==> config.mk <==
export PLATFORM = sky130hd
export DESIGN_NAME = rgb_to_hsv_convert
export DESIGN_NICKNAME = d
export VERILOG_FILES = /design/src/sv/rhc_pkg.sv /design/src/sv/rgb_to_hsv_convert.sv /design/src/sv/rhc_front.sv /design/src/sv/rhc_div_stage.sv /design/src/sv/rhc_hue_stage.sv
export SDC_FILE = /design/constraint.sdc
export NUM_CORES = 1
export LEC_CHECK = 0
export BUFFER_PORTS_ARGS = -buffer_cell sky130_fd_sc_hd__buf_2
export CORE_AREA = 2 2 240 290
export CTS_BUF_LIST = sky130_fd_sc_hd__clkbuf_8
export DETAILED_ROUTE_END_ITERATION = 7
export DIE_AREA = 0 0 242 292
export MAX_ROUTING_LAYER = met4
export PLACE_DENSITY_LB_ADDON = 0.05
export SLEW_MARGIN = 0
export SYNTH_ARGS = -nofsm -noshare
export SYNTH_HDL_FRONTEND = slang
export SYNTH_SLANG_ARGS = --single-unit
==> constraint.sdc <==
create_clock -name clk -period 6.68 [get_ports clk]
set_input_delay 1.336 -clock clk [delete_from_list [all_inputs] [get_ports clk]]
set_output_delay 1.336 -clock clk [all_outputs]
set_load 0.01 [all_outputs]
==> src/sv/rhc_pkg.sv <==
// shared types and constants for the rgb to hsv converter
package rhc_pkg;

    localparam int CHAN_W          = 8;
    localparam int QUO_W           = 9;
    localparam int HUE_W           = 9;
    localparam int SUM_W           = 12;
    localparam int PROD_W          = 18;
    localparam int HDIV_W          = PROD_W - 8;

    // saturation and distances are scaled so that this value means full
    localparam int SCALE           = 256;
    localparam int SCALE_LOG2      = 8;

    // restoring division: one quotient bit per step
    localparam int DIV_STEPS       = QUO_W;
    localparam int STEPS_PER_STAGE = 3;
    localparam int DIV_STAGES      = DIV_STEPS / STEPS_PER_STAGE;

    localparam logic signed [SUM_W-1:0]  OFFSET_GREEN = SUM_W'(2 * SCALE);
    localparam logic signed [SUM_W-1:0]  OFFSET_BLUE  = SUM_W'(4 * SCALE);
    localparam logic signed [PROD_W-1:0] HUE_MUL      = PROD_W'(60);
    localparam logic signed [PROD_W-1:0] TRUNC_BIAS   = PROD_W'(SCALE - 1);
    localparam logic signed [HDIV_W-1:0] HUE_WRAP     = HDIV_W'(360);
    localparam logic signed [HDIV_W-1:0] HUE_MAX      = HDIV_W'(359);

    // divider lanes
    localparam int LANE_SAT   = 0;
    localparam int LANE_RED   = 1;
    localparam int LANE_GREEN = 2;
    localparam int LANE_BLUE  = 3;
    localparam int NUM_LANES  = 4;

    // which channel holds the maximum
    typedef enum logic [1:0] {
        SEL_RED,
        SEL_GREEN,
        SEL_BLUE
    } max_sel_t;

    typedef struct packed {
        logic [CHAN_W-1:0] rem;
        logic              lsb;
        logic [QUO_W-1:0]  quo;
    } div_lane_t;

    typedef struct packed {
        logic [CHAN_W-1:0]                hi;
        logic [CHAN_W-1:0]                span;
        logic                             grey;
        max_sel_t                         sel;
        div_lane_t [NUM_LANES-1:0]        lane;
    } div_work_t;

endpackage

==> src/sv/rgb_to_hsv_convert.sv <==
// top level of the pipelined rgb to hsv pixel converter
//
// usage
//   pixel channel: red_in, green_in, blue_in with pixel_valid; the block
//   drives pixel_stall. a transfer happens on a rising edge with
//   pixel_valid high and pixel_stall low
//   result channel: hue_deg (0..359, 0 for grey), sat_level (256 is full)
//   and val_level (largest channel) with result_valid; the sink drives
//   result_stall. a transfer happens with result_valid high and
//   result_stall low
//   a pixel passes from its transfer to its result being shown through
//   six register stages: front end, three divider stages of three
//   quotient bits each, the hue multiply and the output register; every
//   stage takes a new transfer as it empties, so one pixel per clock is
//   taken in steady state while result_stall stays low
//   reset clears every stage valid bit, so the pipe starts empty
//   when the sink stalls, each stage holds only if the one after it is
//   full and held, so bubbles close up and pixel_stall rises only once
//   all six stages are occupied; nothing is dropped or repeated
module rgb_to_hsv_convert
(
    input  logic                       clk,
    input  logic                       rst_n,
    input  logic                       pixel_valid,
    output logic                       pixel_stall,
    input  logic [rhc_pkg::CHAN_W-1:0] red_in,
    input  logic [rhc_pkg::CHAN_W-1:0] green_in,
    input  logic [rhc_pkg::CHAN_W-1:0] blue_in,
    output logic                       result_valid,
    input  logic                       result_stall,
    output logic [rhc_pkg::HUE_W-1:0]  hue_deg,
    output logic [rhc_pkg::QUO_W-1:0]  sat_level,
    output logic [rhc_pkg::CHAN_W-1:0] val_level
);
    import rhc_pkg::*;

    logic      front_ready;
    // handshake and work bundle between consecutive stages
    logic      div_valid [DIV_STAGES+1];
    logic      div_ready [DIV_STAGES+1];
    div_work_t div_data  [DIV_STAGES+1];

    assign pixel_stall = !front_ready;

    // max / min / span and lane set-up
    rhc_front u_front
    (
        .clk       (clk),
        .rst_n     (rst_n),
        .in_valid  (pixel_valid),
        .in_ready  (front_ready),
        .red       (red_in),
        .green     (green_in),
        .blue      (blue_in),
        .out_valid (div_valid[0]),
        .out_ready (div_ready[0]),
        .out_data  (div_data[0])
    );

    // divider chain: saturation and the three channel distances in parallel
    for (genvar i = 0; i < DIV_STAGES; i++)
    begin : g_div
        rhc_div_stage
        #(
            .STEPS (STEPS_PER_STAGE)
        )
        u_div
        (
            .clk       (clk),
            .rst_n     (rst_n),
            .in_valid  (div_valid[i]),
            .in_ready  (div_ready[i]),
            .in_data   (div_data[i]),
            .out_valid (div_valid[i+1]),
            .out_ready (div_ready[i+1]),
            .out_data  (div_data[i+1])
        );
    end

    // hue combine, scale to degrees and output register
    rhc_hue_stage u_hue
    (
        .clk       (clk),
        .rst_n     (rst_n),
        .in_valid  (div_valid[DIV_STAGES]),
        .in_ready  (div_ready[DIV_STAGES]),
        .in_data   (div_data[DIV_STAGES]),
        .out_valid (result_valid),
        .out_ready (!result_stall),
        .hue       (hue_deg),
        .sat       (sat_level),
        .val       (val_level)
    );

endmodule

==> src/sv/rhc_front.sv <==
// first stage: max, min, span and divider lane set-up
module rhc_front
(
    input  logic                       clk,
    input  logic                       rst_n,
    input  logic                       in_valid,
    output logic                       in_ready,
    input  logic [rhc_pkg::CHAN_W-1:0] red,
    input  logic [rhc_pkg::CHAN_W-1:0] green,
    input  logic [rhc_pkg::CHAN_W-1:0] blue,
    output logic                       out_valid,
    input  logic                       out_ready,
    output rhc_pkg::div_work_t         out_data
);
    import rhc_pkg::*;

    logic              valid_reg;
    logic              valid_next;
    div_work_t         data_reg;
    div_work_t         data_next;
    logic [CHAN_W-1:0] lo;
    logic [CHAN_W-1:0] num [NUM_LANES];

    assign in_ready   = !valid_reg || out_ready;
    assign valid_next = in_ready ? in_valid : valid_reg;

    always_comb
    begin
        data_next = '0;
        // ties go to red, then green
        if (red >= green && red >= blue)
        begin
            data_next.sel = SEL_RED;
            data_next.hi  = red;
        end
        else if (green >= blue)
        begin
            data_next.sel = SEL_GREEN;
            data_next.hi  = green;
        end
        else
        begin
            data_next.sel = SEL_BLUE;
            data_next.hi  = blue;
        end

        if (red <= green && red <= blue)
            lo = red;
        else if (green <= blue)
            lo = green;
        else
            lo = blue;

        data_next.span = data_next.hi - lo;
        data_next.grey = (data_next.hi == lo);

        num[LANE_SAT]   = data_next.span;
        num[LANE_RED]   = data_next.hi - red;
        num[LANE_GREEN] = data_next.hi - green;
        num[LANE_BLUE]  = data_next.hi - blue;

        // dividend is num * scale, so the first partial remainder is num / 2
        for (int l = 0; l < NUM_LANES; l++)
        begin
            data_next.lane[l].rem = {1'b0, num[l][CHAN_W-1:1]};
            data_next.lane[l].lsb = num[l][0];
            data_next.lane[l].quo = '0;
        end
    end

    always_ff @(posedge clk or negedge rst_n)
    begin
        if (!rst_n)
            valid_reg <= 1'b0;
        else
            valid_reg <= valid_next;
    end

    always_ff @(posedge clk)
    begin
        if (in_valid && in_ready)
            data_reg <= data_next;
    end

    assign out_valid = valid_reg;
    assign out_data  = data_reg;

endmodule

==> src/sv/rhc_div_stage.sv <==
// one pipeline stage of the four-lane restoring divider
module rhc_div_stage
#(
    parameter int STEPS = 3
)
(
    input  logic               clk,
    input  logic               rst_n,
    input  logic               in_valid,
    output logic               in_ready,
    input  rhc_pkg::div_work_t in_data,
    output logic               out_valid,
    input  logic               out_ready,
    output rhc_pkg::div_work_t out_data
);
    import rhc_pkg::*;

    logic      valid_reg;
    logic      valid_next;
    div_work_t data_reg;
    div_work_t data_next;

    assign in_ready   = !valid_reg || out_ready;
    assign valid_next = in_ready ? in_valid : valid_reg;

    always_comb
    begin
        logic [CHAN_W:0]   trial;
        logic [CHAN_W-1:0] den;
        data_next = in_data;
        for (int l = 0; l < NUM_LANES; l++)
        begin
            // saturation divides by max, the distances by the span
            den = (l == LANE_SAT) ? in_data.hi : in_data.span;
            for (int s = 0; s < STEPS; s++)
            begin
                trial = {data_next.lane[l].rem, data_next.lane[l].lsb};
                if (trial >= {1'b0, den})
                begin
                    data_next.lane[l].rem = CHAN_W'(trial - {1'b0, den});
                    data_next.lane[l].quo = {data_next.lane[l].quo[QUO_W-2:0], 1'b1};
                end
                else
                begin
                    data_next.lane[l].rem = trial[CHAN_W-1:0];
                    data_next.lane[l].quo = {data_next.lane[l].quo[QUO_W-2:0], 1'b0};
                end
                data_next.lane[l].lsb = 1'b0;
            end
        end
    end

    always_ff @(posedge clk or negedge rst_n)
    begin
        if (!rst_n)
            valid_reg <= 1'b0;
        else
            valid_reg <= valid_next;
    end

    always_ff @(posedge clk)
    begin
        if (in_valid && in_ready)
            data_reg <= data_next;
    end

    assign out_valid = valid_reg;
    assign out_data  = data_reg;

endmodule

==> src/sv/rhc_hue_stage.sv <==
// hue sum and multiply stage, then scale-down, wrap and output register
module rhc_hue_stage
(
    input  logic                       clk,
    input  logic                       rst_n,
    input  logic                       in_valid,
    output logic                       in_ready,
    input  rhc_pkg::div_work_t         in_data,
    output logic                       out_valid,
    input  logic                       out_ready,
    output logic [rhc_pkg::HUE_W-1:0]  hue,
    output logic [rhc_pkg::QUO_W-1:0]  sat,
    output logic [rhc_pkg::CHAN_W-1:0] val
);
    import rhc_pkg::*;

    // multiply stage
    logic                     mul_valid_reg;
    logic                     mul_valid_next;
    logic                     mul_ready;
    logic signed [PROD_W-1:0] prod_reg;
    logic signed [PROD_W-1:0] prod_next;
    logic [QUO_W-1:0]         msat_reg;
    logic [CHAN_W-1:0]        mhi_reg;
    logic                     mgrey_reg;
    logic signed [SUM_W-1:0]  dist_r;
    logic signed [SUM_W-1:0]  dist_g;
    logic signed [SUM_W-1:0]  dist_b;
    logic signed [SUM_W-1:0]  sum;

    // output stage
    logic                     out_valid_reg;
    logic                     out_valid_next;
    logic signed [PROD_W-1:0] biased;
    logic signed [HDIV_W-1:0] hdiv;
    logic signed [HDIV_W-1:0] hwrap;
    logic [HUE_W-1:0]         hue_reg;
    logic [HUE_W-1:0]         hue_next;
    logic [QUO_W-1:0]         sat_reg;
    logic [QUO_W-1:0]         sat_next;
    logic [CHAN_W-1:0]        val_reg;

    assign mul_ready      = !out_valid_reg || out_ready;
    assign in_ready       = !mul_valid_reg || mul_ready;
    assign mul_valid_next = in_ready ? in_valid : mul_valid_reg;
    assign out_valid_next = mul_ready ? mul_valid_reg : out_valid_reg;

    always_comb
    begin
        dist_r = SUM_W'(in_data.lane[LANE_RED].quo);
        dist_g = SUM_W'(in_data.lane[LANE_GREEN].quo);
        dist_b = SUM_W'(in_data.lane[LANE_BLUE].quo);
        unique case (in_data.sel)
            SEL_RED:   sum = dist_b - dist_g;
            SEL_GREEN: sum = OFFSET_GREEN + dist_r - dist_b;
            SEL_BLUE:  sum = OFFSET_BLUE + dist_g - dist_r;
            default:   sum = '0;
        endcase
        prod_next = PROD_W'(sum) * HUE_MUL;
    end

    // divide by scale rounding toward zero, then wrap into a full turn
    always_comb
    begin
        biased = prod_reg[PROD_W-1] ? (prod_reg + TRUNC_BIAS) : prod_reg;
        hdiv   = HDIV_W'(biased >>> SCALE_LOG2);
        if (hdiv < 0)
            hwrap = hdiv + HUE_WRAP;
        else if (hdiv > HUE_MAX)
            hwrap = hdiv - HUE_WRAP;
        else
            hwrap = hdiv;

        if (mgrey_reg)
        begin
            hue_next = '0;
            sat_next = '0;
        end
        else
        begin
            hue_next = hwrap[HUE_W-1:0];
            sat_next = msat_reg;
        end
    end

    always_ff @(posedge clk or negedge rst_n)
    begin
        if (!rst_n)
        begin
            mul_valid_reg <= 1'b0;
            out_valid_reg <= 1'b0;
        end
        else
        begin
            mul_valid_reg <= mul_valid_next;
            out_valid_reg <= out_valid_next;
        end
    end

    always_ff @(posedge clk)
    begin
        if (in_valid && in_ready)
        begin
            prod_reg  <= prod_next;
            msat_reg  <= in_data.lane[LANE_SAT].quo;
            mhi_reg   <= in_data.hi;
            mgrey_reg <= in_data.grey;
        end
        if (mul_valid_reg && mul_ready)
        begin
            hue_reg <= hue_next;
            sat_reg <= sat_next;
            val_reg <= mhi_reg;
        end
    end

    assign out_valid = out_valid_reg;
    assign hue       = hue_reg;
    assign sat       = sat_reg;
    assign val       = val_reg;

endmodule
==> key figures, run 1 <==
Die
  • Core area: 67800 um2
  • DIE WIDTH: around 240 um
  • # rows: approximately 110
  • Ports: 56
  • Die extent in y: 292 um
  • Initial Util: 0.397
  • DIE AREA: 70700 um2

Synthesis
  • Synthesized area per cell: ~9.8 um2
  • Largest cells by area after synthesis: edfxtp_1, ha_1, xnor2_1
  • Largest family of logic cells by synthesized area: adder cells
  • Share of the synthesized area in the top cell type: 0.321
  • Post-synth top flop: edfxtp_1
  • Post-Synthesis Cells: 2739
  • Multiplexer share of the synthesized area: 0.0635
  • Synthesized cell area: 26900 um2
  • Post-synthesis compound-gate area fraction: 0.169
  • Register area share after synthesis: 0.327
  • Yosys reg bits: 294
  • Netlist cell types: 93
  • Syn nets: 3184
  • Post-synth EDFFs: 288
  • Asr flop ratio synth: 0.0204
  • Synth area leader: edfxtp_1
  • Synth warn: 0
  • Adder-Cell Fraction of Synth Area: 0.206
  • Post-Synth Simple-Gate Area: 0.119
  • XOR/XNOR Fraction of Synth Area: 0.0745

Routing
  • DR pass1 iterations: 5
  • DRC: 0
  • WL final: about 70 mm
  • Post-DR vias/cell: roughly 5.2
  • DRT iter0 DRCs: 942
  • Average wire per standard cell: 17.5 um
  • Vias: about 20000
  • Post-DRT Antenna Nets: 0

Place
  • DP Wirelength: 54.7 mm
  • Post-DP Area: 29200 um2
  • GPL Wtd Cong: 0.932
  • Port Buffers: 55

Final layout
  • Max FFs per register: 185
  • Post-layout util: 0.451
  • Finished layout cell area: 30600 um2
  • Layout Nets: between 3000 and 4000
  • Area growth syn-to-layout: 13.7%
  • Share of cells above drive strength 1: 0.170
  • Fill count: ~6500

Timing
  • Max Slew Vio Count: 0
  • Finish-stage setup viols: 0
  • Fmax: 0.157 GHz
  • Worst-Margin Slew: 1.14 ns
  • Final hold violation count: 0
  • Clock skew: 0.0347 ns
  • Crit share post-route: 0.955
  • Slew headroom: 0.227
  • Min Clock Period, post-route: 6.38 ns

Global routing
  • GR Util All Layers: 0.197
  • First-pass GRT wire length: 109 mm
  • Grt total ovfl: 0
  • Initial antenna violation count: 1
  • Largest net degree at the start of global routing: 64
  • Vias in the first global route: 20800

Critical path
  • Crit-path leading delay family: compound AO/OA/AOI/OAI gates
  • Slowest CP cell: edfxtp_1
  • R2R Setup Slk: ~0.30 ns
  • Critical path class: reg2reg
  • Crit path buffers/inverters: 3
  • CP required: ~7.1 ns
  • Reg-to-Reg End: g_div[1].u_div.out_data[30]
  • WP data arrival: 6.75 ns
  • Worst setup EP type: register
  • Reg-to-reg startpoint: g_div[0].u_div.out_data[79]
  • Crit path launch type: register
  • Crit path max fanout: 8
  • Crit. Startpoint: g_div[0].u_div.out_data[79]
  • Worst Reg2Reg Path Length in Cells: 26
  • Crit-path max cell delay: 0.48 ns

Clock tree
  • TritonCTS clock tree: done
  • Hold Buf Count CTS: 0
  • Htree depth: 2
  • Clk Latency, worst-skew pair: 0.64 ns
  • Num CTS Buffers: 54
  • Clk buf depth: 3
  • Root Buffer: clkbuf_8
  • CTS Sinks: roughly 290
  • Clk slew on worst S/H paths: 0.06 ns

Worst hold path
  • WHS Endpoint: g_div[1].u_div.out_data[41]
  • Hold path startpoint: g_div[0].u_div.out_data[38]
  • Worst Hold Depth: 0
  • Hold crit path type: reg2reg

Run status
  • Status: finished, final reports clean

Run
  • Max_cap viols: 0
## layer usage
metal,up-vias,share of wire,track usage
li1,10400,-,-
met4,0,0.027,0.0589
met5,-,0,-
met3,99,0.024,0.0194
met2,281,0.50,0.351
met1,9612,0.45,0.236
## how the worst max path moves through the flow
stage	to	slack, ns	depth (start not counted)
3_3_place_gp	g_div[1].u_div.out_data[12]	-0.005	28
2_1_floorplan	g_div[0].u_div.out_data[12]	0.007	30
5_1_grt	g_div[1].u_div.out_data[12]	-0.04	28
4_1_cts	g_div[1].u_div.out_data[12]	0.01	28
6_report	g_div[1].u_div.out_data[30]	0.30	26
3_5_place_dp	g_div[1].u_div.out_data[30]	-0.09	26
## layout by cell type (no fill, tap or decap), types with 62 or more instances in the layout
| master | n |
|---|---|
| nor2_1 | 198 |
| edfxtp_1 | 288 |
| a21o_1 | 80 |
| xor2_1 | 81 |
| inv_1 | 256 |
| buf_4 | 142 |
| mux2_2 | 115 |
| ha_1 | 374 |
| xnor2_1 | 148 |
| o21ai_0 | 154 |
| nand2_1 | 132 |
| a21oi_1 | 207 |
| nor2b_1 | 62 |
## logic make-up (layout without fill, tap and decap cells)
kind of cell / after synthesis / in the layout
AO/OA/AOI/OAI: 705 / 707
XOR/XNOR: 229 / 229
adder cells (fa/ha/maj): 417 / 417
buffers and inverters: 291 / 546
flip-flops: 294 / 294
multiplexers: 154 / 154
other: 0 / 1
AND/OR/NAND/NOR: 649 / 649
## stage by stage
step                      std cells  hold slack, ns  setup TNS [ns]  worst slack, ns
after CTS                      3884           0.378               0           0.0107
after global placement         3791           0.402         -0.0101         -0.00534
after floorplan                2739           0.400               0          0.00693
after detailed placement       3791           0.405          -0.723          -0.0881
final                          3906           0.396               0            0.301
after global routing           3906           0.391          -0.366          -0.0433
## cells in the mapped netlist (8+ instances only)
cell type and count:
ha_1 375, edfxtp_1 288, inv_1 252, a21oi_1 211, nor2_1 198, o21ai_0 166, xnor2_1 148, nand2_1 135
mux2_2 115, xor2_1 81, a21o_1 80, nor2b_1 63, nor3_1 54, o21a_1 43, fa_1 42, nand2b_1 37
mux2i_1 34, clkbuf_1 28, or2_2 27, nand4_1 23, o21bai_1 23, nand3_1 22, a21boi_0 21, and2_1 20
and3_1 16, o22ai_1 16, or3_1 14, a31oi_1 13, o211ai_1 13, o31ai_1 13, o22a_1 12, a211oi_1 10
and4_1 10, a41o_1 8
## area by class of cell
class,instances,area (um2),area share
Sequential cell,294,8800,0.288
Antenna cell,1,2.50,0.0000818
Clock inverter,33,278,0.00908
Inverter,254,957,0.0313
Multi-Input combinational cell,2156,17200,0.563
Clock buffer,60,826,0.0270
Timing Repair Buffer,199,1380,0.0451
Tap cell,909,1140,0.0372
## what timing repair did
action	4_1_cts	5_1_grt
pin swaps	1	12
setup buffers	0	19
endpoints found under the hold margin	0	0
gates resized for setup	3	44
cloned	0	2
endpoints found under the setup margin	12	72
Power of run 1 is not shown: default switching activity piles up to over one toggle a cycle in this logic, so the estimate is an artifact.
==> run 2: changes to the inputs <==
--- a/config.mk
+++ b/config.mk
@@ -5,11 +5,11 @@
 export SDC_FILE = /design/constraint.sdc
 export NUM_CORES = 1
 export LEC_CHECK = 0
-export BUFFER_PORTS_ARGS = -buffer_cell sky130_fd_sc_hd__buf_2
-export CORE_AREA = 2 2 240 290
+export BUFFER_PORTS_ARGS = -buffer_cell sky130_fd_sc_hd__buf_4
+export CORE_AREA = 2 2 257 183
 export CTS_BUF_LIST = sky130_fd_sc_hd__clkbuf_8
 export DETAILED_ROUTE_END_ITERATION = 7
-export DIE_AREA = 0 0 242 292
+export DIE_AREA = 0 0 259 185
 export MAX_ROUTING_LAYER = met4
 export PLACE_DENSITY_LB_ADDON = 0.05
 export SLEW_MARGIN = 0
==> key figures, run 2 (synthesis gave the netlist of run 1 again) <==
Routing
  • Vias: 21000 (+3.0%)
  • Post-DR vias/cell: 5.86 (+12%)
  • DR pass1 iterations: 6 (+1)
  • WL final: 67.2 mm (-1.7%)
  • DRC: 0 (unchanged)
  • Average wire per standard cell: 18.7 um (+6.9%)
  • Post-DRT Antenna Nets: 0 (unchanged)
  • DRT iter0 DRCs: 1769 (+88%)

Clock tree
  • CTS Sinks: 294 (unchanged)
  • Clk buf depth: 3 (unchanged)
  • Htree depth: 2 (unchanged)
  • Root Buffer: clkbuf_8
  • Num CTS Buffers: 50 (-7.4%)
  • TritonCTS clock tree: done
  • Hold Buf Count CTS: 0 (unchanged)
  • Clk slew on worst S/H paths: 0.07 ns (about the same)
  • Clk Latency, worst-skew pair: 0.67 ns (+0.03 ns)

Final layout
  • Layout Nets: 3381 (-0.68%)
  • Area growth syn-to-layout: 12.3%
  • Finished layout cell area: 30200 um2 (-1.2%)
  • Ant. Diodes: 0 (-1)
  • Sequential cell area: 8800 um2 (unchanged)
  • Fill count: 3647 (-44%)
  • Commonest cells after routing, fill and taps aside: ha_1, edfxtp_1, inv_1, a21oi_1, nor2_1
  • Most common cell after layout, fill and taps aside: ha_1
  • Multi-input logic area: 17200 um2 (about the same)
  • Max FFs per register: 185 (unchanged)
  • Share of cells above drive strength 1: 0.166 (-0.00395)

Critical path
  • Reg-to-reg startpoint: u_front.out_data[75]
  • CP required: 7.05 ns (about the same)
  • WP data arrival: 6.84 ns (+0.09 ns)
  • Crit-path max cell delay: 0.48 ns (about the same)
  • Crit path max fanout: 8 (unchanged)
  • Worst setup EP type: register
  • Crit path launch type: register
  • Slowest CP cell: edfxtp_1
  • Critical path class: reg2reg
  • CP most frequent cell: inv_1
  • Crit. Startpoint: u_front.out_data[75]

Timing
  • Final hold violation count: 0 (unchanged)
  • Worst-Margin Slew: 0.983 ns (-0.158 ns)
  • Min Clock Period, post-route: 6.47 ns (+0.0941 ns)
  • Slew headroom: 0.338 (+0.110)
  • Max Slew Vio Count: 0 (unchanged)
  • Finish-stage setup viols: 0 (unchanged)
  • Crit share post-route: 0.969 (+0.0141)
  • Fmax: 0.154 GHz (-1.5%)
  • Clock skew: 0.0712 ns (+0.0365 ns)

Place
  • Post-DP Area: 28800 um2 (-1.4%)
  • GPL Wtd Cong: 0.941 (+1.0%)
  • DP Wirelength: 52.3 mm (-4.4%)
  • Port Buffers: 55 (unchanged)

Die
  • # rows: 66 (-37%)
  • DIE WIDTH: 259 um (+7.0%)
  • Initial Util: 0.589 (+0.192)
  • Die extent in y: 185 um (-37%)
  • Core area: 45700 um2 (-33%)
  • DIE AREA: 47900 um2 (-32%)
  • Ports: 56 (unchanged)

Global routing
  • First-pass GRT wire length: 106 mm (-2.8%)
  • Initial antenna violation count: 2 (+1)
  • Largest net degree at the start of global routing: 66 (+3.1%)
  • Vias in the first global route: 20200 (-2.7%)
  • GR Util All Layers: 0.288 (+0.0908)
  • Grt total ovfl: 0 (unchanged)

Run
  • Max_cap viols: 0 (unchanged)

Worst hold path
  • Hold crit path type: reg2reg
  • Hold path startpoint: u_front.out_data[74]

Run status
  • Status: finished, final reports clean
## run 2: changes by cell type in the layout (fill, tap and decap cells not counted), sizes merged, moves of 2 or more
cell      change
bufinv        -2
buf          -18
clkinv        -2
clkinvlp      -3
clkbuf        -2
inv           +9
## run 2: through the flow
stage / setup WS (ns) / utilization / hold slack, ns / TNS [ns] / instances
floorplan: 0.00693 / - / 0.400 / 0 / 2739
global placement: 0.0217 / 0.630 / 0.400 / 0 / 3470
detailed placement: -0.0741 / 0.630 / 0.405 / -1.09 / 3470
CTS: 0.00285 / 0.654 / 0.389 / 0 / 3566
global route: -0.0390 / 0.662 / 0.391 / -0.109 / 3589
finish: 0.206 / 0.662 / 0.387 / 0 / 3589
## run 2: final cells by class
| class | instances | share of cell area |
|---|---|---|
| flip-flops and latches | 294 | 0.291 |
| multi-input cells | 2154 | 0.570 |
| repair buffers | 182 | 0.0474 |
| inverters | 254 | 0.0318 |
| clock buffers | 58 | 0.0264 |
| well taps | 612 | 0.0253 |
| clock inverters | 35 | 0.00770 |
## run 2: final timing paths
path                                          endpoint  slack (ns)  cells after the start
max                        g_div[0].u_div.out_data[12]        0.21                     28
min                        g_div[0].u_div.out_data[74]        0.39                      0
max reg2reg                g_div[0].u_div.out_data[12]        0.21                     28
min reg2reg                g_div[0].u_div.out_data[74]        0.39                      0
max in group asynchronous     g_div[0].u_div.out_valid        6.01                      1
min in group asynchronous              u_hue.out_valid        0.47                      1
## run 2: critical path, delay by kind of cell, from the launching register on
kind                     cells  cell delay (ns)
flip-flops                   1             0.48
AND/OR/NAND/NOR              2             0.35
buffers and inverters        6             0.61
AO/OA/AOI/OAI               14             2.86
multiplexers                 2             0.69
adder cells (fa/ha/maj)      4             1.21
## run 2: metal layers
| layer | GRT usage | part of all wire | vias to the layer above |
|---|---|---|---|
| li1 | - | - | 10400 |
| met1 | 0.437 | 0.52 | 10000 |
| met3 | 0.0375 | 0.057 | 78 |
| met4 | 0.0594 | 0.012 | 0 |
| met2 | 0.409 | 0.41 | 569 |
| met5 | - | 0 | - |
## run 2: what timing repair did
action | in CTS | in global routing
setup buffers | 3 | 21
setup endpoints to repair | 26 | 70
hold endpoints to repair | 0 | 0
gates resized for setup | 4 | 63
cloned | 0 | 2
pin swaps | 0 | 18
Power of run 2 is left out for the same reason.
==> run 3: changes to the inputs <==
--- a/config.mk
+++ b/config.mk
@@ -6,12 +6,13 @@
 export NUM_CORES = 1
 export LEC_CHECK = 0
 export BUFFER_PORTS_ARGS = -buffer_cell sky130_fd_sc_hd__buf_4
-export CORE_AREA = 2 2 257 183
+export CORE_AREA = 8 8 263 189
 export CTS_BUF_LIST = sky130_fd_sc_hd__clkbuf_8
 export DETAILED_ROUTE_END_ITERATION = 7
-export DIE_AREA = 0 0 259 185
+export DIE_AREA = 0 0 271 197
 export MAX_ROUTING_LAYER = met4
 export PLACE_DENSITY_LB_ADDON = 0.05
+export RECOVER_POWER = 100
 export SLEW_MARGIN = 0
 export SYNTH_ARGS = -nofsm -noshare
 export SYNTH_HDL_FRONTEND = slang
==> key figures, run 3 (synthesis gave the netlist of run 1 again) <==
Worst hold path
  • WHS Endpoint: g_div[2].u_div.out_data[8]
  • Hold path startpoint: g_div[1].u_div.out_data[5]
  • Hold crit path type: reg2reg
  • Worst Hold Depth: 0 (unchanged)

Critical path
  • Slowest CP cell: edfxtp_1
  • Crit-path leading delay family: compound AO/OA/AOI/OAI gates
  • Crit path buffers/inverters: 3 (-3)
  • Crit path launch type: register
  • Reg-to-Reg End: g_div[1].u_div.out_data[11]
  • Crit path max fanout: 10 (+2)
  • R2R Setup Slk: 0.17 ns (-0.04 ns)
  • WP data arrival: 6.89 ns (+0.05 ns)
  • Critical path class: reg2reg
  • Worst Reg2Reg Path Length in Cells: 28 (unchanged)
  • CP required: 7.05 ns (about the same)
  • Worst setup EP type: register
  • Reg-to-reg startpoint: g_div[0].u_div.out_data[84]
  • CP most frequent cell: ha_1
  • Crit-path max cell delay: 0.49 ns (about the same)

Run status
  • Status: finished, final reports clean

Final layout
  • Area growth syn-to-layout: 11.8%
  • Layout Nets: 3377 (-0.12%)
  • Commonest cells after routing, fill and taps aside: ha_1, edfxtp_1, inv_1, a21oi_1, nor2_1
  • Most common cell after layout, fill and taps aside: ha_1
  • Share of cells above drive strength 1: 0.161 (-0.00482)
  • Fill count: 3614 (-0.90%)
  • Max FFs per register: 185 (unchanged)
  • Ant. Diodes: 0 (unchanged)

Die
  • DIE WIDTH: 271 um (+4.6%)
  • # rows: 66 (unchanged)
  • Ports: 56 (unchanged)
  • Core area: 45700 um2 (unchanged)
  • Die extent in y: 197 um (+6.5%)
  • DIE AREA: 53400 um2 (+11%)
  • Initial Util: 0.589 (unchanged)

Clock tree
  • Clk Latency, worst-skew pair: 0.64 ns (-0.03 ns)
  • Root Buffer: clkbuf_8
  • TritonCTS clock tree: done
  • Clk buf depth: 3 (unchanged)
  • Htree depth: 2 (unchanged)
  • Num CTS Buffers: 50 (unchanged)
  • Hold Buf Count CTS: 0 (unchanged)
  • Clk slew on worst S/H paths: 0.07 ns (about the same)
  • CTS Sinks: 294 (unchanged)

Global routing
  • GR peak layer: met1
  • Initial antenna violation count: 1 (-1)
  • Largest net degree at the start of global routing: 64 (-3.0%)
  • Grt total ovfl: 0 (unchanged)
  • Met3 usage: 0.0332 (-0.00432)
  • Met1 usage: 0.377 (-0.0597)
  • First-pass GRT wire length: 108 mm (+1.8%)
  • GR Util All Layers: 0.255 (-0.0327)
  • Vias in the first global route: 20700 (+2.6%)
  • M2 GR Usage: 0.369 (-0.0400)

Timing
  • Max Slew Vio Count: 0 (unchanged)
  • Final hold violation count: 0 (unchanged)
  • Finish-stage setup viols: 0 (unchanged)
  • Crit share post-route: 0.975 (+0.00582)
  • Worst hold slack: 0.411 ns (+0.0244 ns)
  • Slew headroom: 0.342 (+0.00469)
  • Fmax: 0.154 GHz (-0.60%)
  • Final WS setup: 0.168 ns (-0.0389 ns)
  • Min Clock Period, post-route: 6.51 ns (+0.0389 ns)
  • Clock skew: 0.0337 ns (-0.0375 ns)
  • Worst-Margin Slew: 0.987 ns (+0.00336 ns)

Routing
  • DRT iter0 DRCs: 1584 (-10%)
  • Average wire per standard cell: 19.0 um (+1.5%)
  • Post-DR vias/cell: 5.89 (+0.55%)
  • Vias: 21100 (+0.44%)
  • Post-DRT Antenna Nets: 0 (unchanged)
  • DRC: 0 (unchanged)
  • DR pass1 iterations: 5 (-1)
  • WL final: 68.2 mm (+1.4%)

Place
  • Port Buffers: 55 (unchanged)
  • DP Wirelength: 53.4 mm (+2.0%)
  • Post-place setup slack: -0.0915 ns (-0.0174 ns)
  • GPL Wtd Cong: 0.969 (+2.9%)

Run
  • Max_cap viols: 0 (unchanged)
[run 3: what timing repair did]
item / in CTS / in global routing
setup buffers: 1 / 22
pin swaps: 1 / 11
cloned: 0 / 0
resized for setup: 4 / 50
setup endpoints to repair: 13 / 72
endpoints found under the hold margin: 0 / 0
[run 3: cell type report]
class | instances | area, um2 | share of cell area
multi-input cells | 2154 | 17200 | 0.572
clock buffers | 52 | 716 | 0.0238
well taps | 612 | 766 | 0.0254
inverters | 254 | 962 | 0.0320
repair buffers | 178 | 1360 | 0.0450
clock inverters | 41 | 298 | 0.00989
flip-flops and latches | 294 | 8800 | 0.292
[run 3: metrics by stage]
stage          TNS, ns  std cells  area [um2]  utilization
2_1_floorplan        0       2739       27000            -
3_3_place_gp         0       3469       28700        0.629
3_5_place_dp    -0.953       3469       28700        0.629
4_1_cts              0       3563       29800        0.652
5_1_grt         -0.455       3585       30100        0.659
6_report             0       3585       30100        0.659
[run 3: how the worst max path moves through the flow]
| stage | start | to | slack (ns) | cells past startpoint |
|---|---|---|---|---|
| after floorplan | u_front.out_data[75] | g_div[0].u_div.out_data[12] | 0.007 | 30 |
| after global placement | g_div[0].u_div.out_data[76] | g_div[1].u_div.out_data[33] | 0.10 | 27 |
| after detailed placement | g_div[0].u_div.out_data[84] | g_div[1].u_div.out_data[17] | -0.09 | 28 |
| after CTS | u_front.out_data[75] | g_div[0].u_div.out_data[65] | 0.06 | 27 |
| after global routing | u_front.out_data[75] | g_div[0].u_div.out_data[35] | -0.05 | 27 |
| final | g_div[0].u_div.out_data[84] | g_div[1].u_div.out_data[11] | 0.17 | 28 |
[run 3: per-layer routing]
metal | up-vias | share of wire
li1 | 10400 | -
met1 | 10000 | 0.50
met2 | 646 | 0.42
met3 | 112 | 0.062
met4 | 0 | 0.020
met5 | - | 0
Power of run 3 is left out for the same reason.
